### config.mk
export PLATFORM = sky130hd
export DESIGN_NAME = cfl_lane
export DESIGN_NICKNAME = d
export VERILOG_FILES = /design/src/hw/rtl/cfl_pkg.sv /design/src/hw/rtl/cfl_fadd.sv /design/src/hw/rtl/cfl_lane.sv
export SDC_FILE = /design/constraint.sdc
export NUM_CORES = 2
export LEC_CHECK = 0
export BUFFER_PORTS_ARGS = -buffer_cell sky130_fd_sc_hd__buf_2
export CORE_UTILIZATION = 42
export CTS_CLUSTER_SIZE = 10
export DETAILED_ROUTE_END_ITERATION = 8
export GPL_TIMING_DRIVEN = 0
export SLEW_MARGIN = 20
export SYNTH_ARGS = -nofsm -noshare
export SYNTH_HDL_FRONTEND = slang
export SYNTH_SLANG_ARGS = --single-unit
### constraint.sdc
create_clock -name clock -period 38.6 [get_ports clock]
set_clock_uncertainty 0.05 [all_clocks]
set_input_delay 3.86 -clock clock [delete_from_list [all_inputs] [get_ports clock]]
set_output_delay 3.86 -clock clock [all_outputs]
set_load 0.01 [all_outputs]
### src/hw/rtl/cfl_pkg.sv
// shared types, constants and helpers for the compensated four-vector ledger
// no dependencies; imported by every module of the block
package cfl_pkg;

   localparam int unsigned LANES = 4;
   localparam int unsigned IDX_W = (LANES > 1) ? $clog2(LANES) : 1;
   localparam int unsigned DATA_W = 64;

   localparam logic [DATA_W-1:0] CANON_NAN = 64'h7FF8_0000_0000_0000;
   localparam logic [DATA_W-1:0] POS_ZERO = 64'h0000_0000_0000_0000;
   localparam logic [10:0] EXP_ALL_ONES = 11'h7FF;

   // which compensated addition the lanes are working on
   typedef enum logic [4:0] {
      PH_BACC = 5'b00001,
      PH_GACC = 5'b00010,
      PH_BAL0 = 5'b00100,
      PH_BAL1 = 5'b01000,
      PH_BAL2 = 5'b10000
   } cfl_phase_type;

   // the five dependent additions of one compensated addition
   typedef enum logic [4:0] {
      OP_SUM  = 5'b00001,
      OP_DIFF = 5'b00010,
      OP_FIX  = 5'b00100,
      OP_COMP = 5'b01000,
      OP_TOT  = 5'b10000
   } cfl_op_type;

   typedef struct packed {
      logic          issue;
      logic          wb;
      cfl_phase_type phase;
      cfl_op_type    op;
      logic          commit;
      logic          keep;
   } cfl_ctrl_type;

   function automatic logic is_finite(input logic [DATA_W-1:0] x);
      return x[62:52] != EXP_ALL_ONES;
   endfunction

   function automatic logic [DATA_W-1:0] negate(input logic [DATA_W-1:0] x);
      return {~x[63], x[62:0]};
   endfunction

endpackage

### src/hw/rtl/cfl_fadd.sv
// two-stage binary64 adder, round to nearest even, subnormals kept
// stage one aligns and adds, stage two normalizes and rounds; uses cfl_pkg
module cfl_fadd (
   input  logic                          clock,
   input  logic                          load,
   input  logic [cfl_pkg::DATA_W-1:0]    a,
   input  logic [cfl_pkg::DATA_W-1:0]    b,
   output logic [cfl_pkg::DATA_W-1:0]    y
);
   import cfl_pkg::*;

   function automatic logic [5:0] lead_zeros(input logic [55:0] v);
      logic [5:0] n;
      n = 6'd56;
      for (int i = 0; i < 56; i++) begin
         if (v[i]) n = 6'(55 - i);
      end
      return n;
   endfunction

   logic              sign_ff, sign_in;
   logic [10:0]       exp_ff, exp_in;
   logic [56:0]       sum_ff, sum_in;
   logic              sub_ff, sub_in;
   logic              spec_ff, spec_in;
   logic [DATA_W-1:0] specv_ff, specv_in;

   // stage one
   logic              a_big;
   logic [63:0]       x, w;
   logic [10:0]       ex, ew, ex_e, ew_e, align_sh;
   logic [52:0]       mx, mw;
   logic [111:0]      wide;
   logic [55:0]       aligned;

   always_comb begin
      a_big    = a[62:0] >= b[62:0];
      x        = a_big ? a : b;
      w        = a_big ? b : a;
      ex       = x[62:52];
      ew       = w[62:52];
      ex_e     = (ex == 11'd0) ? 11'd1 : ex;
      ew_e     = (ew == 11'd0) ? 11'd1 : ew;
      mx       = {ex != 11'd0, x[51:0]};
      mw       = {ew != 11'd0, w[51:0]};
      align_sh = ex_e - ew_e;
      wide     = {mw, 3'b000, 56'd0} >> align_sh;
      if (align_sh >= 11'd56) begin
         aligned = {55'd0, |mw};
      end else begin
         aligned = {wide[111:57], wide[56] | (|wide[55:0])};
      end
      sub_in  = x[63] ^ w[63];
      sign_in = x[63];
      exp_in  = ex_e;
      if (sub_in) begin
         sum_in = {1'b0, mx, 3'b000} - {1'b0, aligned};
      end else begin
         sum_in = {1'b0, mx, 3'b000} + {1'b0, aligned};
      end
      spec_in = ex == EXP_ALL_ONES;
      if (x[51:0] != 52'd0) begin
         specv_in = CANON_NAN;
      end else if (ew == EXP_ALL_ONES && sub_in) begin
         specv_in = CANON_NAN;
      end else begin
         specv_in = x;
      end
   end

   always_ff @(posedge clock) begin
      if (load) begin
         sign_ff  <= sign_in;
         exp_ff   <= exp_in;
         sum_ff   <= sum_in;
         sub_ff   <= sub_in;
         spec_ff  <= spec_in;
         specv_ff <= specv_in;
      end
   end

   // stage two
   logic [5:0]  lz;
   logic [10:0] lim, shift;
   logic [55:0] nrm;
   logic [11:0] e;
   logic [62:0] packed_v, rounded;
   logic        inc, sgn;

   always_comb begin
      lz    = lead_zeros(sum_ff[55:0]);
      lim   = exp_ff - 11'd1;
      shift = ({5'd0, lz} < lim) ? {5'd0, lz} : lim;
      if (sum_ff[56]) begin
         nrm = {sum_ff[56:2], sum_ff[1] | sum_ff[0]};
         e   = {1'b0, exp_ff} + 12'd1;
      end else begin
         nrm = sum_ff[55:0] << shift[5:0];
         e   = {1'b0, exp_ff} - {1'b0, shift};
      end
      packed_v = {nrm[55] ? e[10:0] : 11'd0, nrm[54:3]};
      inc      = nrm[2] & (nrm[1] | nrm[0] | nrm[3]);
      rounded  = packed_v + {62'd0, inc};
      sgn      = (sum_ff == 57'd0 && sub_ff) ? 1'b0 : sign_ff;
      if (spec_ff) begin
         y = specv_ff;
      end else if (e >= 12'd2047) begin
         y = {sgn, EXP_ALL_ONES, 52'd0};
      end else begin
         y = {sgn, rounded};
      end
   end

endmodule

### src/hw/rtl/cfl_lane.sv
// one ledger lane: boundary and geometric sums with compensation terms
// trial run of two compensated additions and the balance; uses cfl_pkg, cfl_fadd
module cfl_lane (
   input  logic                          clock,
   input  logic                          reset,
   input  cfl_pkg::cfl_ctrl_type         ctrl,
   input  logic [cfl_pkg::DATA_W-1:0]    in_b,
   input  logic [cfl_pkg::DATA_W-1:0]    in_g,
   output logic                          lane_ok,
   output logic [cfl_pkg::DATA_W-1:0]    rep_btot,
   output logic [cfl_pkg::DATA_W-1:0]    rep_gtot,
   output logic [cfl_pkg::DATA_W-1:0]    rep_bal
);
   import cfl_pkg::*;

   logic [DATA_W-1:0] bs_ff, bc_ff, gs_ff, gc_ff;
   logic [DATA_W-1:0] bs_in, bc_in, gs_in, gc_in;
   logic [DATA_W-1:0] rb_ff, rg_ff, rl_ff, rb_in, rg_in, rl_in;
   logic [DATA_W-1:0] ws_ff, wc_ff, vv_ff, n_ff, t_ff;
   logic [DATA_W-1:0] ws_in, wc_in, vv_in, n_in, t_in;
   logic [DATA_W-1:0] bn_ff, bcn_ff, gn_ff, gcn_ff, btot_ff, gtot_ff, bal_ff;
   logic [DATA_W-1:0] bn_in, bcn_in, gn_in, gcn_in, btot_in, gtot_in, bal_in;
   logic              sel_ff, sel_in, fail_ff, fail_in;

   logic [DATA_W-1:0] s_src, c_src, v_src, op_a, op_b, x;

   cfl_fadd u_fadd (
      .clock (clock),
      .load  (ctrl.issue),
      .a     (op_a),
      .b     (op_b),
      .y     (x)
   );

   always_comb begin
      unique case (ctrl.phase)
         PH_BACC: begin s_src = bs_ff; c_src = bc_ff;    v_src = in_b;          end
         PH_GACC: begin s_src = gs_ff; c_src = gc_ff;    v_src = in_g;          end
         PH_BAL0: begin s_src = bn_ff; c_src = POS_ZERO; v_src = negate(gn_ff); end
         PH_BAL1: begin s_src = ws_ff; c_src = wc_ff;    v_src = bcn_ff;        end
         PH_BAL2: begin s_src = ws_ff; c_src = wc_ff;    v_src = negate(gcn_ff); end
         default: begin s_src = ws_ff; c_src = wc_ff;    v_src = vv_ff;         end
      endcase
      unique case (ctrl.op)
         OP_SUM:  begin op_a = s_src;                   op_b = v_src;         end
         OP_DIFF: begin op_a = sel_ff ? ws_ff : vv_ff;  op_b = negate(n_ff);  end
         OP_FIX:  begin op_a = t_ff;                    op_b = sel_ff ? vv_ff : ws_ff; end
         OP_COMP: begin op_a = wc_ff;                   op_b = t_ff;          end
         OP_TOT:  begin op_a = ws_ff;                   op_b = wc_ff;         end
         default: begin op_a = ws_ff;                   op_b = wc_ff;         end
      endcase
   end

   always_comb begin
      bs_in = bs_ff;  bc_in = bc_ff;  gs_in = gs_ff;  gc_in = gc_ff;
      rb_in = rb_ff;  rg_in = rg_ff;  rl_in = rl_ff;
      ws_in = ws_ff;  wc_in = wc_ff;  vv_in = vv_ff;  n_in = n_ff;  t_in = t_ff;
      bn_in = bn_ff;  bcn_in = bcn_ff; gn_in = gn_ff; gcn_in = gcn_ff;
      btot_in = btot_ff; gtot_in = gtot_ff; bal_in = bal_ff;
      sel_in = sel_ff; fail_in = fail_ff;

      if (ctrl.issue && ctrl.op == OP_SUM) begin
         ws_in  = s_src;
         wc_in  = c_src;
         vv_in  = v_src;
         sel_in = s_src[62:0] >= v_src[62:0];
         if (ctrl.phase == PH_BACC) fail_in = 1'b0;
      end

      if (ctrl.wb) begin
         unique case (ctrl.op)
            OP_SUM: begin
               n_in = x;
               if (!is_finite(vv_ff) || !is_finite(x)) fail_in = 1'b1;
            end
            OP_DIFF, OP_FIX: t_in = x;
            OP_COMP: begin
               wc_in = x;
               ws_in = n_ff;
               if (!is_finite(x)) fail_in = 1'b1;
            end
            OP_TOT: begin
               if (!is_finite(x)) fail_in = 1'b1;
               if (ctrl.phase == PH_BACC) begin
                  bn_in = ws_ff; bcn_in = wc_ff; btot_in = x;
               end
               if (ctrl.phase == PH_GACC) begin
                  gn_in = ws_ff; gcn_in = wc_ff; gtot_in = x;
               end
               if (ctrl.phase == PH_BAL2) bal_in = x;
            end
            default: t_in = t_ff;
         endcase
      end

      // whole item passed in every lane
      if (ctrl.commit && ctrl.keep) begin
         bs_in = bn_ff;   bc_in = bcn_ff;  gs_in = gn_ff;  gc_in = gcn_ff;
         rb_in = btot_ff; rg_in = gtot_ff; rl_in = bal_ff;
      end
   end

   always_ff @(posedge clock) begin
      if (reset) begin
         bs_ff   <= POS_ZERO;
         bc_ff   <= POS_ZERO;
         gs_ff   <= POS_ZERO;
         gc_ff   <= POS_ZERO;
         rb_ff   <= POS_ZERO;
         rg_ff   <= POS_ZERO;
         rl_ff   <= POS_ZERO;
         fail_ff <= 1'b0;
      end else begin
         bs_ff   <= bs_in;
         bc_ff   <= bc_in;
         gs_ff   <= gs_in;
         gc_ff   <= gc_in;
         rb_ff   <= rb_in;
         rg_ff   <= rg_in;
         rl_ff   <= rl_in;
         fail_ff <= fail_in;
      end
   end

   always_ff @(posedge clock) begin
      ws_ff   <= ws_in;
      wc_ff   <= wc_in;
      vv_ff   <= vv_in;
      n_ff    <= n_in;
      t_ff    <= t_in;
      sel_ff  <= sel_in;
      bn_ff   <= bn_in;
      bcn_ff  <= bcn_in;
      gn_ff   <= gn_in;
      gcn_ff  <= gcn_in;
      btot_ff <= btot_in;
      gtot_ff <= gtot_in;
      bal_ff  <= bal_in;
   end

   assign lane_ok  = !fail_ff;
   assign rep_btot = rb_ff;
   assign rep_gtot = rg_ff;
   assign rep_bal  = rl_ff;

endmodule

Yosys cells after proc, flatten, opt, wreduce, memory -nomap -nowiden
Cells that the tools add are included.
- word-level logic and storage cells: 176
- output and inout bits: 193
- register bits after elaboration: 1353
- add/subtract/negate cells: 7
- reduce and logical (&&, ||, !) cells: 24
- magnitude comparators: 5
- shift operators: 2
- bitwise operators: 9
- mux-type cells: 88
- eq/ne operators: 14
- operator list (operator ; count):
    2-to-1 mux 64 bit ; 11
    case mux 64 bit (4 select lines) ; 2
    case mux 64 bit (3 select lines) ; 2
    case mux 64 bit (5 select lines) ; 1
    2-to-1 mux 6 bit ; 32
    greater-or-equal comparator 63 bit ; 2
    2-to-1 mux 56 bit ; 2
    >> shifter 112 x 11 -> 112 bit ; 1
    2-to-1 mux 5 bit ; 16
    adder 63 x 1 -> 63 bit ; 1
    2-to-1 mux 63 bit ; 1
    adder 56 x 56 -> 57 bit ; 1
    zero test 57 bit ; 1
    2-to-1 mux 57 bit ; 1
    subtractor 56 x 56 -> 57 bit ; 1
    OR reduction 56 bit ; 1
    left shift 56 x 6 -> 56 bit ; 1
    OR reduction 53 bit ; 1
    nonzero test 52 bit ; 1
    2-to-1 mux 11 bit ; 4
    2-to-1 mux 4 bit ; 8
    == test 11 bit (second input constant) ; 2
    zero test 11 bit ; 2
    != test 11 bit (second input constant) ; 2
    26 further kinds ; 52

Logic depth before layout (Yosys ltp)
- depth after elaboration: 72
- gate-level depth with buffers: 72

Hierarchy
A second synthesis with hierarchy kept.
- cell total of the unflattened synthesis: 9012
- area total of the unflattened synthesis: 80438.4 um^2
- by module, submodules not included (module ; area each (um^2) ; instances ; cells each ; seq. area each (um^2)):
    cfl_lane ; 50258.2 ; 1 ; 4771 ; 30799.5
    cfl_fadd ; 30180.2 ; 1 ; 4241 ; 4053.9

Worst setup path after synthesis
OpenSTA, ideal clock, no wires.
- path kind: input port to flip-flop
- start: input ctrl[11] in the netlist's numbering
- end: register gcn_ff[0], enable pin
- stages: 4
- data arrival time: 17.692 ns
- slack: 19.878 ns
- required time: 37.570 ns
- path buffers: 2
- setup time: 0.980 ns
- cell sequence: buf_2 > or4b_1 > buf_2 > nor3_1
- longest elaborated chain between the ends: 2
- ends and longest elaborated chain (element ; RTL line ; source):
    start, declared ; cfl_lane.sv:6 ; input cfl_pkg::cfl_ctrl_type ctrl,
    == test 5 x 2 -> 1 bit ; cfl_lane.sv:87 ; if (ctrl.phase == PH_GACC) begin
    AND reduction 3 bit (no source line) ; - ;
    end signal, assigned ; cfl_lane.sv:135 ; gcn_ff <= gcn_in;
    end, declared ; cfl_lane.sv:21 ; logic [DATA_W-1:0] bn_ff, bcn_ff, gn_ff, gcn_ff, btot_ff, gtot_ff, bal_ff;
Every way passes these cells.
A chain may end at the register's enable or synchronous reset.

Final worst setup path
- start: input ctrl[10] in the netlist's numbering
- end: register u_fadd.sum_ff[56] (data pin)
- longest elaborated chain between the ends: 14
- elaborated cells between the ends (all ways): 29
- those cells by class: add/sub: 3; order compare: 2; eq/ne: 5; shift: 1; mux: 10; bitwise: 2; reduce/logical: 6
- ends and longest elaborated chain (element ; RTL line ; source):
    == test 5 bit, or another cell as far along ; cfl_lane.sv:36 ; unique case (ctrl.phase)
    case mux 64 bit (5 select lines) / case mux 64 bit (3 select lines) (equally long branches) ; cfl_lane.sv:36 ;
    case mux 64 bit (4 select lines) ; cfl_lane.sv:44 ; unique case (ctrl.op)
    greater-or-equal comparator 63 bit ; cfl_fadd.sv:37 ; a_big = a[62:0] >= b[62:0];
    2-to-1 mux 64 bit * ; cfl_fadd.sv:38 ; x = a_big ? a : b;
    zero test 11 bit ; cfl_fadd.sv:42 ; ex_e = (ex == 11'd0) ? 11'd1 : ex;
    2-to-1 mux 11 bit * ; cfl_fadd.sv:42 ;
    net u_fadd.ex_e[4] ; cfl_fadd.sv:31 ; logic [10:0] ex, ew, ex_e, ew_e, align_sh;
    subtractor 11 bit * ; cfl_fadd.sv:46 ; align_sh = ex_e - ew_e;
    >> shifter 112 x 11 -> 112 bit ; cfl_fadd.sv:47 ; wide = {mw, 3'b000, 56'd0} >> align_sh;
    OR reduction 56 bit ; cfl_fadd.sv:51 ; aligned = {wide[111:57], wide[56] | (|wide[55:0])};
    bitwise OR 1 bit ; cfl_fadd.sv:51 ;
    2-to-1 mux 56 bit * ; cfl_fadd.sv:48 ; if (align_sh >= 11'd56) begin
    adder 56 x 56 -> 57 bit / subtractor 56 x 56 -> 57 bit (equally long branches) ; cfl_fadd.sv:59, cfl_fadd.sv:57 ;
    2-to-1 mux 57 bit * ; cfl_fadd.sv:56 ; if (sub_in) begin
    net u_fadd.sum_in[56] ; cfl_fadd.sv:23 ; logic [56:0] sum_ff, sum_in;
    end signal, assigned ; cfl_fadd.sv:75 ; sum_ff <= sum_in;
    end, declared ; cfl_fadd.sv:23 ;
Mark *: on every way through the listed nets, which the timed path passes. The rest lies on a longest branch.

==> qor.csv <==
stage;metric;value;unit
status;status;finished, final reports clean;
global_route;grt_util_all_layers;48.00;%
floorplanning;initial_core_util;42.41;%
synthesis;seq_area_frac_synth;44.18;%
clocking;cts_root_buf;clkbuf_16;
floorplanning;die_y;435.4;um
clocking;ctsHoldBuffers;0;
global_route;grt_pass1_wl;635.3;mm
setup_path;worstPathRequired;39.06;ns
setup_path;max_stage_delay;1.07;ns
setup_path;crit_path_start_kind;input port;
clocking;cts.repair.resized;0;
power;ir_drop;0.0002163;V
setup_path;cp_common_cell;clkbuf_1;
clocking;path_clk_slew;0.06;ns
sta;fin_ws;13.47;ns
place;dp_hpwl;364.4;mm
setup_path;worstPathArrival;25.59;ns
place;globalplace.congestion;1.122;
synthesis;synth_cell_type_count;127;
place;portBuffers;330;
synthesis;async_flop_share;0;%
detailed_routing;drc;0;
global_route;grt_max_degree;97;
hold_path;hold_path_class;register to register;
sta;rsz0062_at_grt;false;
final_layout;area_delta_synth_final;15.47;%
global_route;antenna_found_initial;34;
synthesis;synth_cells;8700;
sta;min_period_over_period;65.11;%
place;placed_area;0.08579;mm^2
clocking;post_cts_buffers;0;
sta;layout_min_cycle_time;25.13;ns
detailed_routing;wl_per_cell;39.32;um
sta;final-hold-violation-count;0;
synthesis;synth_common_cells;1534 x nand2_1, 888 x a21oi_1, 776 x edfxtp_1;
setup_path;crit_path_max_fanout;10;
floorplanning;io_pins;337;
clocking;clock_latency;0.86;ns
final_layout;fin_area;0.09110;mm^2
setup_path;reg2reg_depth;54;
synthesis;yosysMostFrequentCell;nand2_1;
power;p_leak;34.55;nW
clocking;cts_made_buffers;161;
sta;max-slew-margin-rel;6.776;%
synthesis;synth_area_leader_cell;edfxtp_1;
final_layout;regArea;0.03485;mm^2
synthesis;ys_seq_elements;1353;
synthesis;synthTopCellsByArea;edfxtp_1 30%, dfxtp_1 15%, nand2_1 7.3%;
sta;maxSlewViolCount;0;
synthesis;synth_area;0.07890;mm^2
final_layout;fill_cells;17710;
sta;max_freq;0.03979;GHz
clocking;clock_sinks;1353;
setup_path;endpoint_kind;register;
global_route;grt_pass1_vias;76810;
run;drv_cap;0;
floorplanning;die-area;0.1896;mm^2
detailed_routing;ant_nets;0;
power;powerDensity;116.5;mW/mm^2
setup_path;slowest_stage;mux2i_1;
final_layout;drive_gt1_share;12.48;%
final_layout;fin_util;48.97;%
synthesis;ys_warn_count;0;
detailed_routing;viasPerCell;6.875;
clocking;cts_tree;built;
final_layout;final_nets;9784;
detailed_routing;vias;82600;
clocking;htreeDepth;4;
floorplanning;rows;158;
clocking;cts_max_path_buffers;3;
sta;setup_viol;0;
power;total_power;0.01061;W
detailed_routing;drtPass1Iterations;8;
synthesis;ys.flop_type;edfxtp_1;
floorplanning;die_w;435.4;um
hold_path;min_path_cells;2;
global_route;overflow;0;
synthesis;syn_area_per_cell;9.069;um^2
place;pre_cts_ws;13.70;ns
detailed_routing;drtIter0Drc;14970;
sta;fin_setup_tns;0;ns
sta;worst_pin_slew;1.398;ns
synthesis;synth_edf_count;776;
floorplanning;coreArea;0.1860;mm^2
final_layout;multi_input_area;0.04056;mm^2
setup_path;critPathKind;input port to register;
synthesis;synth.top_cell.area_share;29.54;%
detailed_routing;routed_wirelength;472.4;mm
## path summary, 6_finish.rpt
check	start	to	slack [ns]
worst max-delay path	ctrl[10]	u_fadd.sum_ff[56]$_DFFE_PP_	13.47
worst min-delay path	n_ff[1]$_DFFE_PP_	ws_ff[1]$_DFF_P_	0.38
worst max register to register	sel_ff$_DFFE_PP_	u_fadd.sum_ff[56]$_DFFE_PP_	17.20
worst min register to register	n_ff[1]$_DFFE_PP_	ws_ff[1]$_DFF_P_	0.38
## cells in the final DEF, fill, tap and decap left out, drive strengths merged, types with 72 or more instances in the layout
cell type	count
xnor2	84
ha	263
dfxtp	577
a222oi	139
a221oi	91
o21ai	548
edfxtp	776
a21o	87
mux2i	228
a221o	146
buf	682
nand4	96
a21oi	896
clkbuf	695
o22ai	72
nand3	178
nor2	499
nor3	136
a22oi	121
nand2	1538
nor4	75
inv	333
o211ai	90
## stage by stage
step	hold slack, ns	instances
3_3_place_gp	0.3887	11560
4_1_cts	0.3740	11980
2_1_floorplan	0.3815	8750
5_1_grt	0.4149	12000
3_5_place_dp	0.3930	11680
6_report	0.3776	12010
## cell families after synthesis
logic type                 count (synthesis)  synth area share (%)
other                                      1              0.004753
adders and majority gates                266                 4.247
muxes                                    317                 4.967
buffers and inverters                    985                 5.173
xor gates and xnor gates                 125                 1.388
DFF                                     1353                 44.18
AOI/OAI and AO/OA                       2793                 23.89
and+or+nand+nor                         2860                 16.16
## worst max-delay path, delay by kind of cell
kind	cells	cell delay, ns
AO/OA/AOI/OAI	17	5.29
AND/OR/NAND/NOR	18	4.69
multiplexers	1	1.07
buffers and inverters	18	9.11
adder cells (fa/ha/maj)	4	1.41
## report_power, final
| part | internal (W) | switching, W | leakage, nW |
|---|---|---|---|
| clock | 0.000837 | 0.000655 | 2.43 |
| sequential | 0.00180 | 0.000235 | 11.9 |
| combinational | 0.00201 | 0.00508 | 20.3 |
| total | 0.00464 | 0.00597 | 34.6 |
## cell type report
type | instances | area share, %
clock buffer | 267 | 5.050
sequential | 1353 | 38.26
buffer | 649 | 3.170
inverter | 336 | 1.387
multi-input combinational | 6412 | 44.52
antenna | 29 | 0.07965
timing repair buffer | 461 | 3.549
clock inverter | 27 | 0.5809
tap | 2480 | 3.406
## sequential cells by signal, summed over array words and instances, names as in the netlist, 64 cells and up
signal / cells
gc_ff: 64
t_ff: 64
bc_ff: 64
bn_ff: 64
gtot_ff: 64
btot_ff: 64
wc_ff: 64
gn_ff: 64
bal_ff: 64
bcn_ff: 64
vv_ff: 64
rep_bal: 64
bs_ff: 64
gs_ff: 64
gcn_ff: 64
rep_gtot: 64
ws_ff: 64
u_fadd.specv_ff: 64
n_ff: 64
rep_btot: 64
## routing by layer
layer / GRT usage [%] / wire length [um]
met1: 59.99 / 174600
met2: 68.86 / 192800
met3: 13.78 / 58240
met4: 38.78 / 46590
met5: 0 / 94
No activity file was read; power rests on OpenSTA's default activity.
